[config.mk]
export PLATFORM = sky130hd
export DESIGN_NAME = ps2_keyboard_scancode_engine_top
export DESIGN_NICKNAME = d
export VERILOG_FILES = /design/src/rtl/ps2kbd_pkg.sv /design/src/rtl/ps2kbd_ctrl.sv /design/src/rtl/ps2kbd_dp.sv /design/src/rtl/ps2kbd_top.sv
export SDC_FILE = /design/constraint.sdc
export NUM_CORES = 1
export LEC_CHECK = 0
export BUFFER_PORTS_ARGS = -buffer_cell sky130_fd_sc_hd__buf_4
export CORE_ASPECT_RATIO = 0.7
export CORE_MARGIN = 8
export CORE_UTILIZATION = 47
export DETAILED_ROUTE_END_ITERATION = 10
export PLACE_DENSITY_LB_ADDON = 0.12
export SYNTH_ARGS = -nofsm -noshare
export SYNTH_HDL_FRONTEND = slang
export SYNTH_SLANG_ARGS = --single-unit
[constraint.sdc]
create_clock -name clk -period 7.27 [get_ports clk]
set_clock_uncertainty 0.15 [all_clocks]
set_input_delay 0.727 -clock clk [delete_from_list [all_inputs] [get_ports clk]]
set_output_delay 0.727 -clock clk [all_outputs]
set_load 0.1 [all_outputs]
[src/rtl/ps2kbd_pkg.sv]
package ps2kbd_pkg;

  localparam int KEY_SLOTS = 8;
  localparam int IDX_W = (KEY_SLOTS > 1) ? $clog2(KEY_SLOTS) : 1;
  localparam int REP_W = $clog2(KEY_SLOTS + 1);
  localparam int MAX_RESULTS = 32;
  localparam int CNT_W = $clog2(MAX_RESULTS + 1);

  localparam logic [1:0] CMD_HOST    = 2'd0;
  localparam logic [1:0] CMD_PRESS   = 2'd1;
  localparam logic [1:0] CMD_RELEASE = 2'd2;
  localparam logic [1:0] CMD_TICK    = 2'd3;

  localparam logic [1:0] PH_FREE     = 2'd0;
  localparam logic [1:0] PH_HOLD     = 2'd1;
  localparam logic [1:0] PH_PRESSED  = 2'd2;
  localparam logic [1:0] PH_RELEASED = 2'd3;

  localparam logic [1:0] SUB_NONE = 2'd0;
  localparam logic [1:0] SUB_LEDS = 2'd1;
  localparam logic [1:0] SUB_SET  = 2'd2;
  localparam logic [1:0] SUB_TYPM = 2'd3;

  localparam logic [7:0] HC_LEDS     = 8'hed;
  localparam logic [7:0] HC_ECHO     = 8'hee;
  localparam logic [7:0] HC_SCANSET  = 8'hf0;
  localparam logic [7:0] HC_ID       = 8'hf2;
  localparam logic [7:0] HC_TYPM     = 8'hf3;
  localparam logic [7:0] HC_ENABLE   = 8'hf4;
  localparam logic [7:0] HC_DISABLE  = 8'hf5;
  localparam logic [7:0] HC_DEFAULTS = 8'hf6;
  localparam logic [7:0] HC_RESET    = 8'hff;

  localparam logic [7:0] B_ACK     = 8'hfa;
  localparam logic [7:0] B_RESEND  = 8'hfe;
  localparam logic [7:0] B_ID0     = 8'hab;
  localparam logic [7:0] B_ID1     = 8'h83;
  localparam logic [7:0] B_BAT_OK  = 8'haa;
  localparam logic [7:0] B_SET2    = 8'h02;
  localparam logic [7:0] B_EXT     = 8'he0;
  localparam logic [7:0] B_BREAK   = 8'hf0;
  localparam logic [6:0] TYPM_DEF  = 7'h2b;

  localparam logic [7:0] KEY_PAUSE = 8'h13;
  localparam logic [7:0] KEY_PRTSC = 8'h2c;

  typedef struct packed {
    logic [1:0]  cmd;
    logic [7:0]  data;
    logic [31:0] now_us;
  } in_item_t;

  typedef struct packed {
    logic [7:0] out_byte;
    logic       last;
    logic [2:0] led_state;
  } out_item_t;

  typedef struct packed {
    logic ld_item;
    logic do_host;
    logic do_key;
    logic tick_start;
    logic k_clr;
    logic emit_reply;
    logic emit_key;
    logic slot_upd;
    logic walk_next;
    logic flush;
  } ctl_cmd_t;

  typedef struct packed {
    logic is_host;
    logic is_tick;
    logic active;
    logic eligible;
    logic fits;
    logic zero_len;
    logic last_k;
    logic last_r;
    logic wi_last;
    logic can_push;
    logic hvalid;
  } ctl_stat_t;

  localparam logic [7:0] CODE_TAB [256] = '{
    8'h5a,8'h00,8'h00,8'h00,8'h00,8'h00,8'h00,8'h00,8'h66,8'h0d,8'h00,8'h00,8'h00,8'h5a,8'h00,8'h00,
    8'h00,8'h00,8'h00,8'h00,8'h58,8'h00,8'h00,8'h00,8'h00,8'h00,8'h00,8'h76,8'h00,8'h00,8'h00,8'h00,
    8'h29,8'h7d,8'h7a,8'h69,8'h6c,8'h6b,8'h75,8'h74,8'h72,8'h00,8'h00,8'h00,8'h00,8'h70,8'h71,8'h00,
    8'h45,8'h16,8'h1e,8'h26,8'h25,8'h2e,8'h36,8'h3d,8'h3e,8'h46,8'h00,8'h00,8'h00,8'h00,8'h00,8'h00,
    8'h00,8'h1c,8'h32,8'h21,8'h23,8'h24,8'h2b,8'h34,8'h33,8'h43,8'h3b,8'h42,8'h4b,8'h3a,8'h31,8'h44,
    8'h4d,8'h15,8'h2d,8'h1b,8'h2c,8'h3c,8'h2a,8'h1d,8'h22,8'h1a,8'h35,8'h1f,8'h27,8'h2f,8'h00,8'h00,
    8'h70,8'h69,8'h72,8'h7a,8'h6b,8'h73,8'h74,8'h6c,8'h75,8'h7d,8'h7c,8'h79,8'h00,8'h7b,8'h71,8'h4a,
    8'h05,8'h06,8'h04,8'h0c,8'h03,8'h0b,8'h83,8'h0a,8'h01,8'h09,8'h78,8'h07,8'h00,8'h00,8'h00,8'h00,
    8'h00,8'h00,8'h00,8'h00,8'h00,8'h00,8'h00,8'h00,8'h00,8'h00,8'h00,8'h00,8'h00,8'h00,8'h00,8'h00,
    8'h77,8'h7e,8'h00,8'h00,8'h00,8'h00,8'h00,8'h00,8'h00,8'h00,8'h00,8'h00,8'h00,8'h00,8'h00,8'h00,
    8'h12,8'h59,8'h14,8'h14,8'h11,8'h11,8'h00,8'h00,8'h00,8'h00,8'h00,8'h00,8'h00,8'h00,8'h00,8'h00,
    8'h00,8'h00,8'h00,8'h00,8'h00,8'h00,8'h00,8'h00,8'h00,8'h00,8'h54,8'h5b,8'h41,8'h4a,8'h49,8'h5d,
    8'h4c,8'h00,8'h00,8'h00,8'h00,8'h00,8'h00,8'h00,8'h00,8'h00,8'h00,8'h00,8'h00,8'h00,8'h00,8'h00,
    8'h00,8'h00,8'h00,8'h00,8'h00,8'h00,8'h00,8'h00,8'h00,8'h00,8'h00,8'h4e,8'h0e,8'h55,8'h52,8'h00,
    8'h00,8'h00,8'h61,8'h00,8'h00,8'h00,8'h00,8'h00,8'h00,8'h00,8'h00,8'h00,8'h00,8'h00,8'h00,8'h00,
    8'h00,8'h00,8'h00,8'h00,8'h00,8'h00,8'h00,8'h00,8'h00,8'h00,8'h00,8'h00,8'h00,8'h00,8'h00,8'h00
  };

  // bit [key], key 0 first
  localparam logic [0:255] PLAIN_MAP = {
    8'h00,8'hc4,8'h08,8'h10,8'h80,8'h00,8'hff,8'hc0,8'h7f,8'hff,8'hff,8'he0,8'hff,8'hf6,8'hff,8'hf0,
    8'h00,8'h00,8'hc0,8'h00,8'he8,8'h00,8'h00,8'h3f,8'h80,8'h00,8'h00,8'h1e,8'h20,8'h00,8'h00,8'h00
  };

  localparam logic [0:255] MAPPED_MAP = {
    8'h80,8'hc4,8'h18,8'h10,8'hff,8'h8e,8'hff,8'hc0,8'h7f,8'hff,8'hff,8'hfc,8'hff,8'hf7,8'hff,8'hf0,
    8'h00,8'h00,8'hc0,8'h00,8'hfc,8'h00,8'h00,8'h3f,8'h80,8'h00,8'h00,8'h1e,8'h20,8'h00,8'h00,8'h00
  };

  localparam logic [31:0] RATE_TAB [32] = '{
    32'd33333, 32'd37453, 32'd41667, 32'd45872, 32'd48309, 32'd54054, 32'd58480, 32'd62500,
    32'd66667, 32'd75188, 32'd83333, 32'd91743, 32'd100000, 32'd108696, 32'd116279, 32'd125000,
    32'd133333, 32'd149254, 32'd166667, 32'd181818, 32'd200000, 32'd217391, 32'd232558,
    32'd250000, 32'd270270, 32'd303030, 32'd333333, 32'd370370, 32'd400000, 32'd434783,
    32'd476190, 32'd500000
  };

  localparam logic [31:0] DELAY_TAB [4] = '{32'd250000, 32'd500000, 32'd750000, 32'd1000000};

  localparam logic [7:0] PAUSE_SEQ [8] = '{8'he1, 8'h14, 8'h77, 8'he1, 8'hf0, 8'h14, 8'hf0, 8'h77};
  localparam logic [7:0] PRT_MK_SEQ [4] = '{8'he0, 8'h12, 8'he0, 8'h7c};
  localparam logic [7:0] PRT_BR_SEQ [6] = '{8'he0, 8'hf0, 8'h7c, 8'he0, 8'hf0, 8'h12};

  function automatic logic [3:0] key_len(input logic mk, input logic [7:0] key);
    logic [3:0] n;
    if (key == KEY_PAUSE) begin
      n = mk ? 4'd8 : 4'd0;
    end else if (key == KEY_PRTSC) begin
      n = mk ? 4'd4 : 4'd6;
    end else begin
      n = 4'd1 + {3'd0, !PLAIN_MAP[key]} + {3'd0, !mk};
    end
    return n;
  endfunction

  function automatic logic [7:0] key_seq(input logic mk, input logic [7:0] key,
                                         input logic [2:0] k);
    logic [7:0] b;
    logic [2:0] idx;
    idx = k;
    b = CODE_TAB[key];
    if (key == KEY_PAUSE) begin
      b = PAUSE_SEQ[idx];
    end else if (key == KEY_PRTSC) begin
      if (mk) begin
        b = PRT_MK_SEQ[idx[1:0]];
      end else begin
        b = (idx < 3'd6) ? PRT_BR_SEQ[idx] : PRT_BR_SEQ[0];
      end
    end else begin
      if (!PLAIN_MAP[key]) begin
        if (idx == 3'd0) begin
          b = B_EXT;
        end
        idx = idx - 3'd1;
      end
      if (!mk && (PLAIN_MAP[key] || k != 3'd0)) begin
        if (idx == 3'd0) begin
          b = B_BREAK;
        end
      end
    end
    return b;
  endfunction

endpackage

[src/rtl/ps2kbd_ctrl.sv]
module ps2kbd_ctrl
  import ps2kbd_pkg::*;
(
  input  logic      clk,
  input  logic      rst,
  input  logic      in_valid,
  output logic      in_ready,
  input  ctl_stat_t st,
  output ctl_cmd_t  c
);

  typedef enum logic [8:0] {
    S_IDLE  = 9'b000000001,
    S_DISP  = 9'b000000010,
    S_HOST  = 9'b000000100,
    S_REMIT = 9'b000001000,
    S_KEY   = 9'b000010000,
    S_TCHK  = 9'b000100000,
    S_TEMIT = 9'b001000000,
    S_TUPD  = 9'b010000000,
    S_FLUSH = 9'b100000000
  } state_t;

  state_t state, state_next;

  assign in_ready = (state == S_IDLE);

  always_ff @(posedge clk) begin
    if (rst) begin
      state <= S_IDLE;
    end else begin
      state <= state_next;
    end
  end

  always_comb begin
    state_next = state;
    c = '0;
    case (state)
      S_IDLE: begin
        if (in_valid) begin
          c.ld_item = 1'b1;
          state_next = S_DISP;
        end
      end
      S_DISP: begin
        if (st.is_host) begin
          state_next = S_HOST;
        end else if (!st.active) begin
          state_next = S_FLUSH;
        end else if (st.is_tick) begin
          c.tick_start = 1'b1;
          state_next = S_TCHK;
        end else begin
          state_next = S_KEY;
        end
      end
      S_HOST: begin
        c.do_host = 1'b1;
        c.k_clr = 1'b1;
        state_next = S_REMIT;
      end
      S_REMIT: begin
        if (st.can_push) begin
          c.emit_reply = 1'b1;
          if (st.last_r) begin
            state_next = S_FLUSH;
          end
        end
      end
      S_KEY: begin
        c.do_key = 1'b1;
        state_next = S_FLUSH;
      end
      S_TCHK: begin
        c.k_clr = 1'b1;
        if (!st.eligible) begin
          if (st.wi_last) begin
            state_next = S_FLUSH;
          end else begin
            c.walk_next = 1'b1;
          end
        end else if (!st.fits) begin
          state_next = S_FLUSH;
        end else if (st.zero_len) begin
          state_next = S_TUPD;
        end else begin
          state_next = S_TEMIT;
        end
      end
      S_TEMIT: begin
        if (st.can_push) begin
          c.emit_key = 1'b1;
          if (st.last_k) begin
            state_next = S_TUPD;
          end
        end
      end
      S_TUPD: begin
        c.slot_upd = 1'b1;
        if (st.wi_last) begin
          state_next = S_FLUSH;
        end else begin
          c.walk_next = 1'b1;
          state_next = S_TCHK;
        end
      end
      S_FLUSH: begin
        if (!st.hvalid) begin
          state_next = S_IDLE;
        end else if (st.can_push) begin
          c.flush = 1'b1;
          state_next = S_IDLE;
        end
      end
      default: begin
        state_next = S_IDLE;
      end
    endcase
  end

endmodule

[src/rtl/ps2kbd_dp.sv]
module ps2kbd_dp
  import ps2kbd_pkg::*;
(
  input  logic      clk,
  input  logic      rst,
  input  in_item_t  in_item,
  input  logic      cfg_valid,
  input  logic      cfg_data,
  input  ctl_cmd_t  c,
  output ctl_stat_t st,
  output logic      out_valid,
  input  logic      out_ready,
  output out_item_t out_item
);

  logic [1:0]       phase [KEY_SLOTS];
  logic [7:0]       skey  [KEY_SLOTS];
  logic [31:0]      due   [KEY_SLOTS];
  logic [REP_W-1:0] rep;
  logic [1:0]       pend;
  logic [6:0]       tm;
  logic             scan_en;
  logic [2:0]       led;
  logic             leds_present;

  in_item_t         item;
  logic [IDX_W-1:0] wi;
  logic [2:0]       k;
  logic [CNT_W-1:0] cnt;
  logic [7:0]       rb [3];
  logic [1:0]       rn;
  logic [7:0]       hold;
  logic             hvalid;

  logic [1:0]  cph;
  logic [7:0]  ckey;
  logic        mk;
  logic [3:0]  n;
  logic [7:0]  ebyte;
  logic        emit;
  logic        push;
  logic        dup;
  logic        free_found;
  logic [IDX_W-1:0] free_idx;
  logic        rel_found;
  logic [IDX_W-1:0] rel_idx;
  logic [CNT_W:0] cnt_sum;
  logic [7:0]  rb0_n;
  logic [7:0]  rb1_n;
  logic [1:0]  rn_n;

  assign cph = phase[wi];
  assign ckey = skey[wi];
  assign mk = (cph != PH_RELEASED);
  assign n = key_len(mk, ckey);
  assign cnt_sum = {1'b0, cnt} + (CNT_W + 1)'(n);
  assign emit = c.emit_reply || c.emit_key;
  assign ebyte = c.emit_reply ? rb[k[1:0]] : key_seq(mk, ckey, k);
  assign push = (emit && hvalid) || c.flush;

  always_comb begin
    st.is_host  = (item.cmd == CMD_HOST);
    st.is_tick  = (item.cmd == CMD_TICK);
    st.active   = scan_en && (pend == SUB_NONE);
    st.eligible = (cph != PH_FREE) && (due[wi] <= item.now_us) &&
                  !((cph == PH_HOLD) && (rep != REP_W'(wi)));
    st.fits     = (cnt_sum <= (CNT_W + 1)'(MAX_RESULTS));
    st.zero_len = (n == 4'd0);
    st.last_k   = ({1'b0, k} == n - 4'd1);
    st.last_r   = ({1'b0, k} == {2'b0, rn} - 4'd1);
    st.wi_last  = (wi == IDX_W'(KEY_SLOTS - 1));
    st.can_push = !out_valid || out_ready;
    st.hvalid   = hvalid;
  end

  always_comb begin
    dup = 1'b0;
    free_found = 1'b0;
    free_idx = '0;
    rel_found = 1'b0;
    rel_idx = '0;
    for (int i = 0; i < KEY_SLOTS; i++) begin
      if ((phase[i] == PH_PRESSED || phase[i] == PH_HOLD) && skey[i] == item.data) begin
        dup = 1'b1;
        if (!rel_found) begin
          rel_found = 1'b1;
          rel_idx = IDX_W'(i);
        end
      end
      if (phase[i] == PH_FREE && !free_found) begin
        free_found = 1'b1;
        free_idx = IDX_W'(i);
      end
    end
  end

  always_comb begin
    rb0_n = B_ACK;
    rb1_n = B_ID0;
    rn_n = 2'd1;
    case (pend)
      SUB_LEDS: begin
      end
      SUB_SET: begin
        if (item.data == 8'd0) begin
          rb1_n = B_SET2;
          rn_n = 2'd2;
        end else if (item.data > 8'd3) begin
          rb0_n = B_RESEND;
        end
      end
      SUB_TYPM: begin
      end
      default: begin
        case (item.data)
          HC_LEDS, HC_SCANSET, HC_TYPM, HC_ENABLE, HC_DISABLE, HC_DEFAULTS: begin
          end
          HC_ECHO: rb0_n = HC_ECHO;
          HC_ID: rn_n = 2'd3;
          HC_RESET: begin
            rb1_n = B_BAT_OK;
            rn_n = 2'd2;
          end
          default: rb0_n = B_RESEND;
        endcase
      end
    endcase
  end

  always_ff @(posedge clk) begin
    if (c.ld_item) begin
      item <= in_item;
    end
    if (c.tick_start) begin
      cnt <= '0;
    end else if (c.emit_key) begin
      cnt <= cnt + 1'b1;
    end
    if (c.k_clr) begin
      k <= '0;
    end else if (emit) begin
      k <= k + 3'd1;
    end
    if (emit) begin
      hold <= ebyte;
    end
    if (c.do_key && item.cmd == CMD_PRESS && MAPPED_MAP[item.data] && !dup && free_found) begin
      skey[free_idx] <= item.data;
      due[free_idx] <= item.now_us;
    end
    if (c.do_key && item.cmd == CMD_RELEASE && rel_found) begin
      due[rel_idx] <= item.now_us;
    end
    if (c.slot_upd && cph == PH_HOLD) begin
      due[wi] <= item.now_us + RATE_TAB[tm[4:0]];
    end else if (c.slot_upd && cph == PH_PRESSED) begin
      due[wi] <= item.now_us + DELAY_TAB[tm[6:5]];
    end
    if (push) begin
      out_item.out_byte <= hold;
      out_item.last <= c.flush;
      out_item.led_state <= leds_present ? led : 3'd0;
    end
    if (c.do_host) begin
      rb[0] <= rb0_n;
      rb[1] <= rb1_n;
      rb[2] <= B_ID1;
      rn <= rn_n;
    end
  end

  always_ff @(posedge clk) begin
    if (rst) begin
      for (int i = 0; i < KEY_SLOTS; i++) begin
        phase[i] <= PH_FREE;
      end
      rep <= REP_W'(KEY_SLOTS);
      pend <= SUB_NONE;
      tm <= TYPM_DEF;
      scan_en <= 1'b1;
      led <= 3'd0;
      leds_present <= 1'b1;
      wi <= '0;
      hvalid <= 1'b0;
      out_valid <= 1'b0;
    end else begin
      if (cfg_valid) begin
        leds_present <= cfg_data;
      end
      if (c.tick_start) begin
        wi <= '0;
      end else if (c.walk_next) begin
        wi <= wi + 1'b1;
      end
      if (emit) begin
        hvalid <= 1'b1;
      end else if (c.flush) begin
        hvalid <= 1'b0;
      end
      if (push) begin
        out_valid <= 1'b1;
      end else if (out_ready) begin
        out_valid <= 1'b0;
      end
      if (c.do_key && item.cmd == CMD_PRESS && MAPPED_MAP[item.data] && !dup && free_found) begin
        phase[free_idx] <= PH_PRESSED;
      end
      if (c.do_key && item.cmd == CMD_RELEASE && rel_found) begin
        phase[rel_idx] <= PH_RELEASED;
      end
      if (c.slot_upd) begin
        case (cph)
          PH_PRESSED: begin
            if (ckey == KEY_PAUSE) begin
              phase[wi] <= PH_RELEASED;
            end else begin
              phase[wi] <= PH_HOLD;
              rep <= REP_W'(wi);
            end
          end
          PH_RELEASED: begin
            phase[wi] <= PH_FREE;
            if (rep == REP_W'(wi)) begin
              rep <= REP_W'(KEY_SLOTS);
            end
          end
          default: begin
          end
        endcase
      end
      if (c.do_host) begin
        case (pend)
          SUB_LEDS: begin
            pend <= SUB_NONE;
            if (leds_present) begin
              led <= item.data[2:0];
            end
          end
          SUB_SET: begin
            pend <= SUB_NONE;
          end
          SUB_TYPM: begin
            pend <= SUB_NONE;
            tm <= item.data[6:0];
          end
          default: begin
            case (item.data)
              HC_LEDS: pend <= SUB_LEDS;
              HC_SCANSET: pend <= SUB_SET;
              HC_TYPM: pend <= SUB_TYPM;
              HC_ENABLE: scan_en <= 1'b1;
              HC_DISABLE: scan_en <= 1'b0;
              HC_DEFAULTS, HC_RESET: begin
                tm <= TYPM_DEF;
                led <= 3'd0;
                scan_en <= 1'b1;
              end
              default: begin
              end
            endcase
          end
        endcase
      end
    end
  end

endmodule

[src/rtl/ps2kbd_top.sv]
// PS/2 keyboard device, scan set 2. Items are host bytes, key presses and releases, and
// time ticks; every byte sent to the host comes out as one result, the final one of an
// item flagged with last. A host byte is answered with its reply bytes; a key event
// updates the slot table. A tick walks the slot table one slot at a time, skipping slots
// with nothing due and sending the scancode bytes of each serviced slot.
// Key and tick items while scanning is off or a sub-command is pending are dropped.
// A waiting byte is held back for as long as out_ready holds it off.
module ps2_keyboard_scancode_engine_top
  import ps2kbd_pkg::*;
(
  input  logic      clk,
  input  logic      rst,
  input  logic      in_valid,
  output logic      in_ready,
  input  in_item_t  in_item,
  output logic      out_valid,
  input  logic      out_ready,
  output out_item_t out_item,
  input  logic      cfg_valid,
  output logic      cfg_ready,
  input  logic      cfg_data
);

  ctl_cmd_t  c;
  ctl_stat_t st;

  assign cfg_ready = 1'b1;

  ps2kbd_ctrl u_ctrl (
    .clk      (clk),
    .rst      (rst),
    .in_valid (in_valid),
    .in_ready (in_ready),
    .st       (st),
    .c        (c)
  );

  ps2kbd_dp u_dp (
    .clk       (clk),
    .rst       (rst),
    .in_item   (in_item),
    .cfg_valid (cfg_valid),
    .cfg_data  (cfg_data),
    .c         (c),
    .st        (st),
    .out_valid (out_valid),
    .out_ready (out_ready),
    .out_item  (out_item)
  );

  a_idle_empty: assert property (@(posedge clk) disable iff (rst)
    (in_valid && in_ready) |-> !st.hvalid)
    else $error("request taken with a byte still held");

  a_emit_room: assert property (@(posedge clk) disable iff (rst)
    (c.emit_key || c.emit_reply || c.flush) |-> st.can_push)
    else $error("byte pushed into a full output stage");

  a_flush_last: assert property (@(posedge clk) disable iff (rst)
    c.flush |=> (out_valid && out_item.last))
    else $error("final byte not flagged last");

endmodule
# Word-level counts from Yosys, hierarchy flattened
# Memories as Yosys holds them, arrays and structs flattened. A register that Yosys moved wholly into a read port is not among the register bits.
# Cells that the tools add are included.
# totals
rom_bits,3712
ff_bits,105
ramBits,360
output_inout_bits,15
memories,10
# memory_table
memory,words,word_bits,rd,rd_clocked_by_memory_dff,wr,line,text
(name not given),256,8,1,0,0,ps2kbd_pkg.sv:147,b = CODE_TAB[key];
(name not given),32,32,1,0,0,ps2kbd_dp.sv:155,due[wi] <= item.now_us + RATE_TAB[tm[4:0]];
(name not given),256,1,1,0,0,ps2kbd_pkg.sv:157,if (!PLAIN_MAP[key]) begin
(name not given),256,1,1,0,0,ps2kbd_dp.sv:147,if (c.do_key && item.cmd == CMD_PRESS && MAPPED_MAP[item.data] && !dup && free_found) begin
u_dp.due,8,32,1,1,1,ps2kbd_dp.sv:18,logic [31:0] due [KEY_SLOTS];
(name not given),8,8,1,0,0,ps2kbd_pkg.sv:154,b = (idx < 3'd6) ? PRT_BR_SEQ[idx] : PRT_BR_SEQ[0];
+4 memories,--,--,--,--,--,--,
# classes
bitwise_logic,12
muxes,187
addsub,11
n_eq_ne,69
magnitude_cmp,10
reduce_logical,96
# ops
cell,count
two-way mux 32 bit,7
two-way mux 8 bit,20
two-way mux 9 bit,13
two-way mux 3 bit,34
case mux 9 bit (9 select lines),1
two-way mux 1 bit,80
== test 8 bit (second input constant),9
adder 32 bit,2
binary-select mux 32 bit (select 2 bit),1
== test 8 bit,8
OR reduction 32 bit,2
less-or-equal comparator 32 bit,1
case mux 8 bit (2 select lines),2
logical AND 1 bit,29
== test 2 bit (second input constant),14
two-way mux 2 bit,12
== test 2 x 1 -> 1 bit (second input constant),11
zero test 2 bit,10
two-way mux 4 bit,5
greater-or-equal comparator 9 bit (second input constant),2
inverter 8 -> 9 bit,2
OR reduction 2 bit,9
binary-select mux 8 bit (select 2 bit),1
inequality test 2 bit (second input constant),7
60 further kinds,103

# Longest topological paths before layout
# An unclocked memory read counts as a cell.
# depth
ltp_word,32
depth_mapped,29
mapped_depth_nobuf,25

# Cells and area by module
# From an unflattened synthesis, not the netlist that was laid out.
# unflattened
hier_cells,2565
hier_area_um2,27781.6
# by_module_without_submodules
module,seq_area_each_um2,cells_per_inst,area_each_um2,instances
ps2kbd_dp,12872.3,2463,26984.6,1
ps2kbd_ctrl,180.2,100,785.8,1
ps2_keyboard_scancode_engine_top,0.0,2,11.3,1

# Least setup slack after synthesis
# OpenSTA, ideal clock, no wires.
# synth_timing
path_type,register to register
from,register u_dp.item[32] (netlist bit)
to,"memory u_dp.due[7][0], enable pin"
stages_incl_launch_ff,14
path_slack_ps,666
period_less_slack_ps,6604
required_ps,6607
arrival_ps,5941
cell_sequence,edfxtp_1 -> clkbuf_1 -> clkbuf_1 -> and2_1 -> clkbuf_1 -> ha_1 -> nor2_1 -> nand3_1 -> o311ai_0 -> o311ai_0 -> o21ai_0 -> nand4_1 -> nand2_1 -> nor4b_1
# synth_via
elab_chain_len,19
word_cells_on_any_way,56
# synth_lines
item,line,text
"start, declared",ps2kbd_dp.sv:26,in_item_t item;
"start signal, assigned",ps2kbd_dp.sv:132,item <= in_item;
== test 8 bit,ps2kbd_dp.sv:83,if ((phase[i] == PH_PRESSED || phase[i] == PH_HOLD) && skey[i] == item.data) begin
logical AND 1 bit,ps2kbd_dp.sv:83,
two-way mux 1 bit,ps2kbd_dp.sv:83,
two-way mux 1 bit,ps2kbd_dp.sv:85,if (!rel_found) begin
two-way mux 3 bit,ps2kbd_dp.sv:83,
two-way mux 3 bit,ps2kbd_dp.sv:85,
two-way mux 3 bit,ps2kbd_dp.sv:83,
two-way mux 3 bit,ps2kbd_dp.sv:85,
(+2 left out),--,
two-way mux 3 bit,ps2kbd_dp.sv:83,
two-way mux 3 bit,ps2kbd_dp.sv:85,
two-way mux 3 bit,ps2kbd_dp.sv:83,
two-way mux 3 bit,ps2kbd_dp.sv:85,
two-way mux 3 bit,ps2kbd_dp.sv:83,
two-way mux 3 bit,ps2kbd_dp.sv:85,
two-way mux 3 bit,ps2kbd_dp.sv:83,
two-way mux 3 bit (no line) (2 in series),--,
"end, declared",ps2kbd_dp.sv:18,
# Several ways; a longest one is shown, not always the timed one. The select of a mux whose other input is x is not followed.

==> impl_metrics.prom <==
# TYPE chip_impl_metric gauge
chip_impl_metric{name="netlist_instances",unit=""} 2068
chip_impl_metric{name="period_needed",unit="ns"} 6.77
chip_impl_metric{name="fin_setup_tns",unit="ns"} 0
chip_impl_metric{name="drcViolationCount",unit=""} 0
chip_impl_info{name="cell_types_with_the_highest_counts_after_synthesis",value="404 x sky130_fd_sc_hd__edfxtp_1, 171 x sky130_fd_sc_hd__nor2_1, 159 x sky130_fd_sc_hd__nand2_1"} 1
chip_impl_metric{name="global_route_wire_length_before_repair",unit="microns"} 103000
chip_impl_metric{name="synth_enable_flop_cells",unit=""} 404
chip_impl_metric{name="cts_resizes",unit=""} 0
chip_impl_metric{name="fmax",unit="GHz"} 0.148
chip_impl_metric{name="finish.net_count",unit=""} 2269
chip_impl_metric{name="detail_route.wl_per_cell",unit="microns"} 24.0
chip_impl_metric{name="synth.avg_cell_area",unit="sq um"} 11.9
chip_impl_info{name="dominantRegCellSynth",value="sky130_fd_sc_hd__edfxtp_1"} 1
chip_impl_metric{name="ir_worst_vdd",unit="V"} 0.000159
chip_impl_info{name="worst_min_path_class",value="in2reg"} 1
chip_impl_metric{name="worst-path-max-fanout",unit=""} 24
chip_impl_info{name="yosysTopAreaCell",value="sky130_fd_sc_hd__edfxtp_1"} 1
chip_impl_metric{name="grt_resource_usage_total",unit="%"} 22.3
chip_impl_info{name="tritoncts_clock_tree",value="done"} 1
chip_impl_metric{name="clock_power_share",unit="%"} 35.5
chip_impl_info{name="worst-setup-path-type",value="reg2reg"} 1
chip_impl_metric{name="cts_hold_buffers",unit=""} 0
chip_impl_metric{name="portBuffers",unit=""} 61
chip_impl_metric{name="floorplan.initialDensity",unit="%"} 47.3
chip_impl_metric{name="dieHeight",unit="microns"} 207
chip_impl_metric{name="num-fill-cells",unit=""} 4497
chip_impl_metric{name="max_cap_viol_count",unit=""} 0
chip_impl_metric{name="timing.max_slew.rel_slack",unit="%"} 15.2
chip_impl_metric{name="tightestPinTransition",unit="ns"} 1.26
chip_impl_metric{name="routed_wirelength",unit="microns"} 67900
chip_impl_metric{name="dp.final_hpwl",unit="microns"} 46700
chip_impl_metric{name="switching_power",unit="uW"} 1790
chip_impl_metric{name="post_synth_arst_share",unit="%"} 0
chip_impl_metric{name="min_delay_path_depth",unit=""} 1
chip_impl_metric{name="power.leakage",unit="uW"} 0.00950
chip_impl_metric{name="area.growth.synth_to_final",unit="%"} 10.9
chip_impl_metric{name="pwr_density_cell",unit="nW/um^2"} 235
chip_impl_metric{name="register_area",unit="sq um"} 13100
chip_impl_metric{name="layout.cell_area.non_filler",unit="sq um"} 27200
chip_impl_metric{name="synth.cell_area",unit="sq um"} 24600
chip_impl_metric{name="placement_rows",unit=""} 70
chip_impl_metric{name="grt_overflow_total",unit=""} 0
chip_impl_metric{name="seq_area_frac_synth",unit="%"} 53.1
chip_impl_metric{name="swShare",unit="%"} 27.9
chip_impl_metric{name="n_antenna_cell",unit=""} 0
chip_impl_metric{name="multi_input_comb_area",unit="sq um"} 10700
chip_impl_metric{name="combinationalPowerShare",unit="%"} 15.0
chip_impl_info{name="clk_root_buffer_cell",value="sky130_fd_sc_hd__clkbuf_16"} 1
chip_impl_metric{name="timing_max_transition_violations_final",unit=""} 0
chip_impl_metric{name="antenna_found_initial",unit=""} 0
chip_impl_metric{name="worst-endpoint-required",unit="ns"} 7.44
chip_impl_metric{name="internal_power",unit="uW"} 4610
chip_impl_metric{name="synth.distinct_cells",unit=""} 84
chip_impl_info{name="synth.top_cells.by_area",value="sky130_fd_sc_hd__edfxtp_1 49%, sky130_fd_sc_hd__mux4_2 7.8%, sky130_fd_sc_hd__ha_1 5.4%"} 1
chip_impl_metric{name="drt-vias-per-instance",unit=""} 6.09
chip_impl_info{name="yosys.cell_count.top_type",value="sky130_fd_sc_hd__edfxtp_1"} 1
chip_impl_metric{name="p_seq_share",unit="%"} 49.5
chip_impl_metric{name="count_of_nets_left_with_antenna_violations_after_detail_routing",unit=""} 0
chip_impl_metric{name="cts-htree-levels",unit=""} 2
chip_impl_metric{name="drive_gt1_share",unit="%"} 15.8
chip_impl_metric{name="syn-num-nets",unit=""} 2225
chip_impl_metric{name="fin_cells",unit=""} 2830
chip_impl_info{name="run_status",value="finished, final reports clean"} 1
chip_impl_metric{name="cts_setup_buffers",unit=""} 0
chip_impl_metric{name="dpl-instance-area",unit="sq um"} 25900
chip_impl_metric{name="die_x",unit="microns"} 289
chip_impl_metric{name="drt_pre_antenna_iters",unit=""} 6
chip_impl_info{name="grt_setup_unrepaired",value="false"} 1
chip_impl_metric{name="floorplan.die_area",unit="sq um"} 60000
chip_impl_metric{name="cp_data_arrival_time",unit="ns"} 6.95
chip_impl_metric{name="numCtsBuffers",unit=""} 44
chip_impl_info{name="worstSetupStartpointType",value="flop"} 1
chip_impl_metric{name="io-pin-count",unit=""} 63
chip_impl_metric{name="reg2reg_depth",unit=""} 22
chip_impl_metric{name="design.core.area",unit="sq um"} 51900
chip_impl_metric{name="synth_largest_type_area_fraction",unit="%"} 49.4
chip_impl_metric{name="placer_s_final_routability_congestion_estimate",unit=""} 1.00
chip_impl_metric{name="detailedRoute.firstIterationViolations",unit=""} 1955
chip_impl_metric{name="detailroute.via_count",unit=""} 17200
chip_impl_metric{name="path_clk_slew",unit="ns"} 0.07
chip_impl_metric{name="synth.yosys.warnings",unit=""} 0
chip_impl_metric{name="layout_worst_path_cycle_share",unit="%"} 93.2
chip_impl_metric{name="finalSetupViolations",unit=""} 0
chip_impl_metric{name="grt_start_max_net_pins",unit=""} 65
chip_impl_info{name="worstSetupEndpointType",value="flop"} 1
chip_impl_metric{name="final-hold-violation-count",unit=""} 0
chip_impl_metric{name="grt_pass1_vias",unit=""} 16500
chip_impl_metric{name="cts.sink_count",unit=""} 450
chip_impl_metric{name="clockBufferDepth",unit=""} 3
chip_impl_metric{name="dpl.cell_count",unit=""} 2750
chip_impl_metric{name="clock_insertion_delay_worst_skew",unit="ns"} 0.60
chip_impl_metric{name="yosys_register_bits",unit=""} 450
[power by group through the flow]
stage | registers [uW] | logic [uW] | clock network [uW]
final | 3170 | 962 | 2270
after global placement | 3220 | 930 | 0
after CTS | 3170 | 961 | 2320
after floorplan | 3140 | 713 | 0
after detailed placement | 3220 | 954 | 0
after global routing | 3180 | 1080 | 2410
[path summary, 6_finish.rpt]
| kind | start | end | slack, ns |
|---|---|---|---|
| worst min register to register | u_dp.hold[7] | u_dp.out_item[11] | 0.27 |
| worst max register to register | flop | u_dp.due[1][22] | 0.50 |
| worst max-delay path | flop | u_dp.due[1][22] | 0.50 |
| worst min-delay path | in_item[13] | u_dp.item[13] | 0.15 |
[stage by stage]
stage	hold WS [ns]	util, %	total power (uW)	setup slack (ns)
after floorplan	0.250	-	3850	0.666
after global placement	0.255	49.8	4150	0.818
after detailed placement	0.255	49.8	4170	0.621
after CTS	0.120	52.5	6450	0.603
after global routing	0.129	52.5	6660	0.0261
final	0.149	52.5	6400	0.496
[metal layers]
| layer | wire, microns | global-route usage, % | vias to the layer above |
|---|---|---|---|
| li1 | - | - | 7909 |
| met1 | 33300 | 36.2 | 8536 |
| met2 | 27700 | 30.5 | 717 |
| met3 | 5660 | 4.00 | 84 |
| met4 | 1120 | 4.45 | 0 |
| met5 | 0 | 0 | - |
[cell families after synthesis]
| logic type | synth area share, % |
|---|---|
| AOI/OAI and AO/OA | 11.2 |
| adders and majority gates | 5.70 |
| and+or+nand+nor | 11.6 |
| DFF | 53.1 |
| buffers and inverters | 3.58 |
| xor gates and xnor gates | 3.99 |
| muxes | 10.7 |
| other | 0.0153 |
[critical path, cell delays in order (launching register included)]
cell and delay, ns:
sky130_fd_sc_hd__dfxtp_4 0.63, sky130_fd_sc_hd__mux4_2 0.58, sky130_fd_sc_hd__mux2i_1 0.43, sky130_fd_sc_hd__nor2_1 0.24, sky130_fd_sc_hd__and2_1 0.22, sky130_fd_sc_hd__buf_4 0.17, sky130_fd_sc_hd__nor2_1 0.13, sky130_fd_sc_hd__ha_1 0.18
sky130_fd_sc_hd__inv_1 0.06, sky130_fd_sc_hd__fa_1 0.42, sky130_fd_sc_hd__nor2b_1 0.11, sky130_fd_sc_hd__o21ai_0 0.12, sky130_fd_sc_hd__a21oi_1 0.21, sky130_fd_sc_hd__o21ai_0 0.10, sky130_fd_sc_hd__nand2b_1 0.11, sky130_fd_sc_hd__a21oi_1 0.11
sky130_fd_sc_hd__o2111ai_1 0.32, sky130_fd_sc_hd__a31oi_1 0.18, sky130_fd_sc_hd__o21bai_1 0.25, sky130_fd_sc_hd__a2111oi_0 0.16, sky130_fd_sc_hd__nor3_1 0.88, sky130_fd_sc_hd__nand4_1 0.23, sky130_fd_sc_hd__xnor2_1 0.48
[cell type report]
type	instances	area share, %
clock inverter	23	0.850
timing repair buffer	114	3.19
sequential	450	47.9
multi-input combinational	1400	39.2
tap	684	3.14
clock buffer	57	4.26
inverter	102	1.41
[flip-flops by register name, indices dropped and copies added (netlist names), 2 cells and up, named ones only]
signal / count
u_dp.rep: 4
u_dp.hold: 8
u_dp.k: 3
u_dp.out_item: 12
u_dp.rb: 4
u_dp.item: 42
u_dp.due: 256
u_dp.pend: 2
u_dp.tm: 7
u_dp.wi: 3
u_dp.phase: 16
u_dp.cnt: 6
u_ctrl.state: 9
u_dp.skey: 64
u_dp.led: 3
u_dp.rn: 2
[cells in the final DEF, fill, tap and decap left out, types with 44 or more instances in the layout]
cell                        count
sky130_fd_sc_hd__clkbuf_16     44
sky130_fd_sc_hd__nor3_1        57
sky130_fd_sc_hd__o21ai_0      102
sky130_fd_sc_hd__nand2_1      159
sky130_fd_sc_hd__a21oi_1      117
sky130_fd_sc_hd__edfxtp_1     404
sky130_fd_sc_hd__nor2_1       170
sky130_fd_sc_hd__ha_1         107
sky130_fd_sc_hd__mux4_2        85
sky130_fd_sc_hd__xnor2_1       73
sky130_fd_sc_hd__inv_1        100
sky130_fd_sc_hd__buf_4        113
Power figures use the tool's default switching activity.
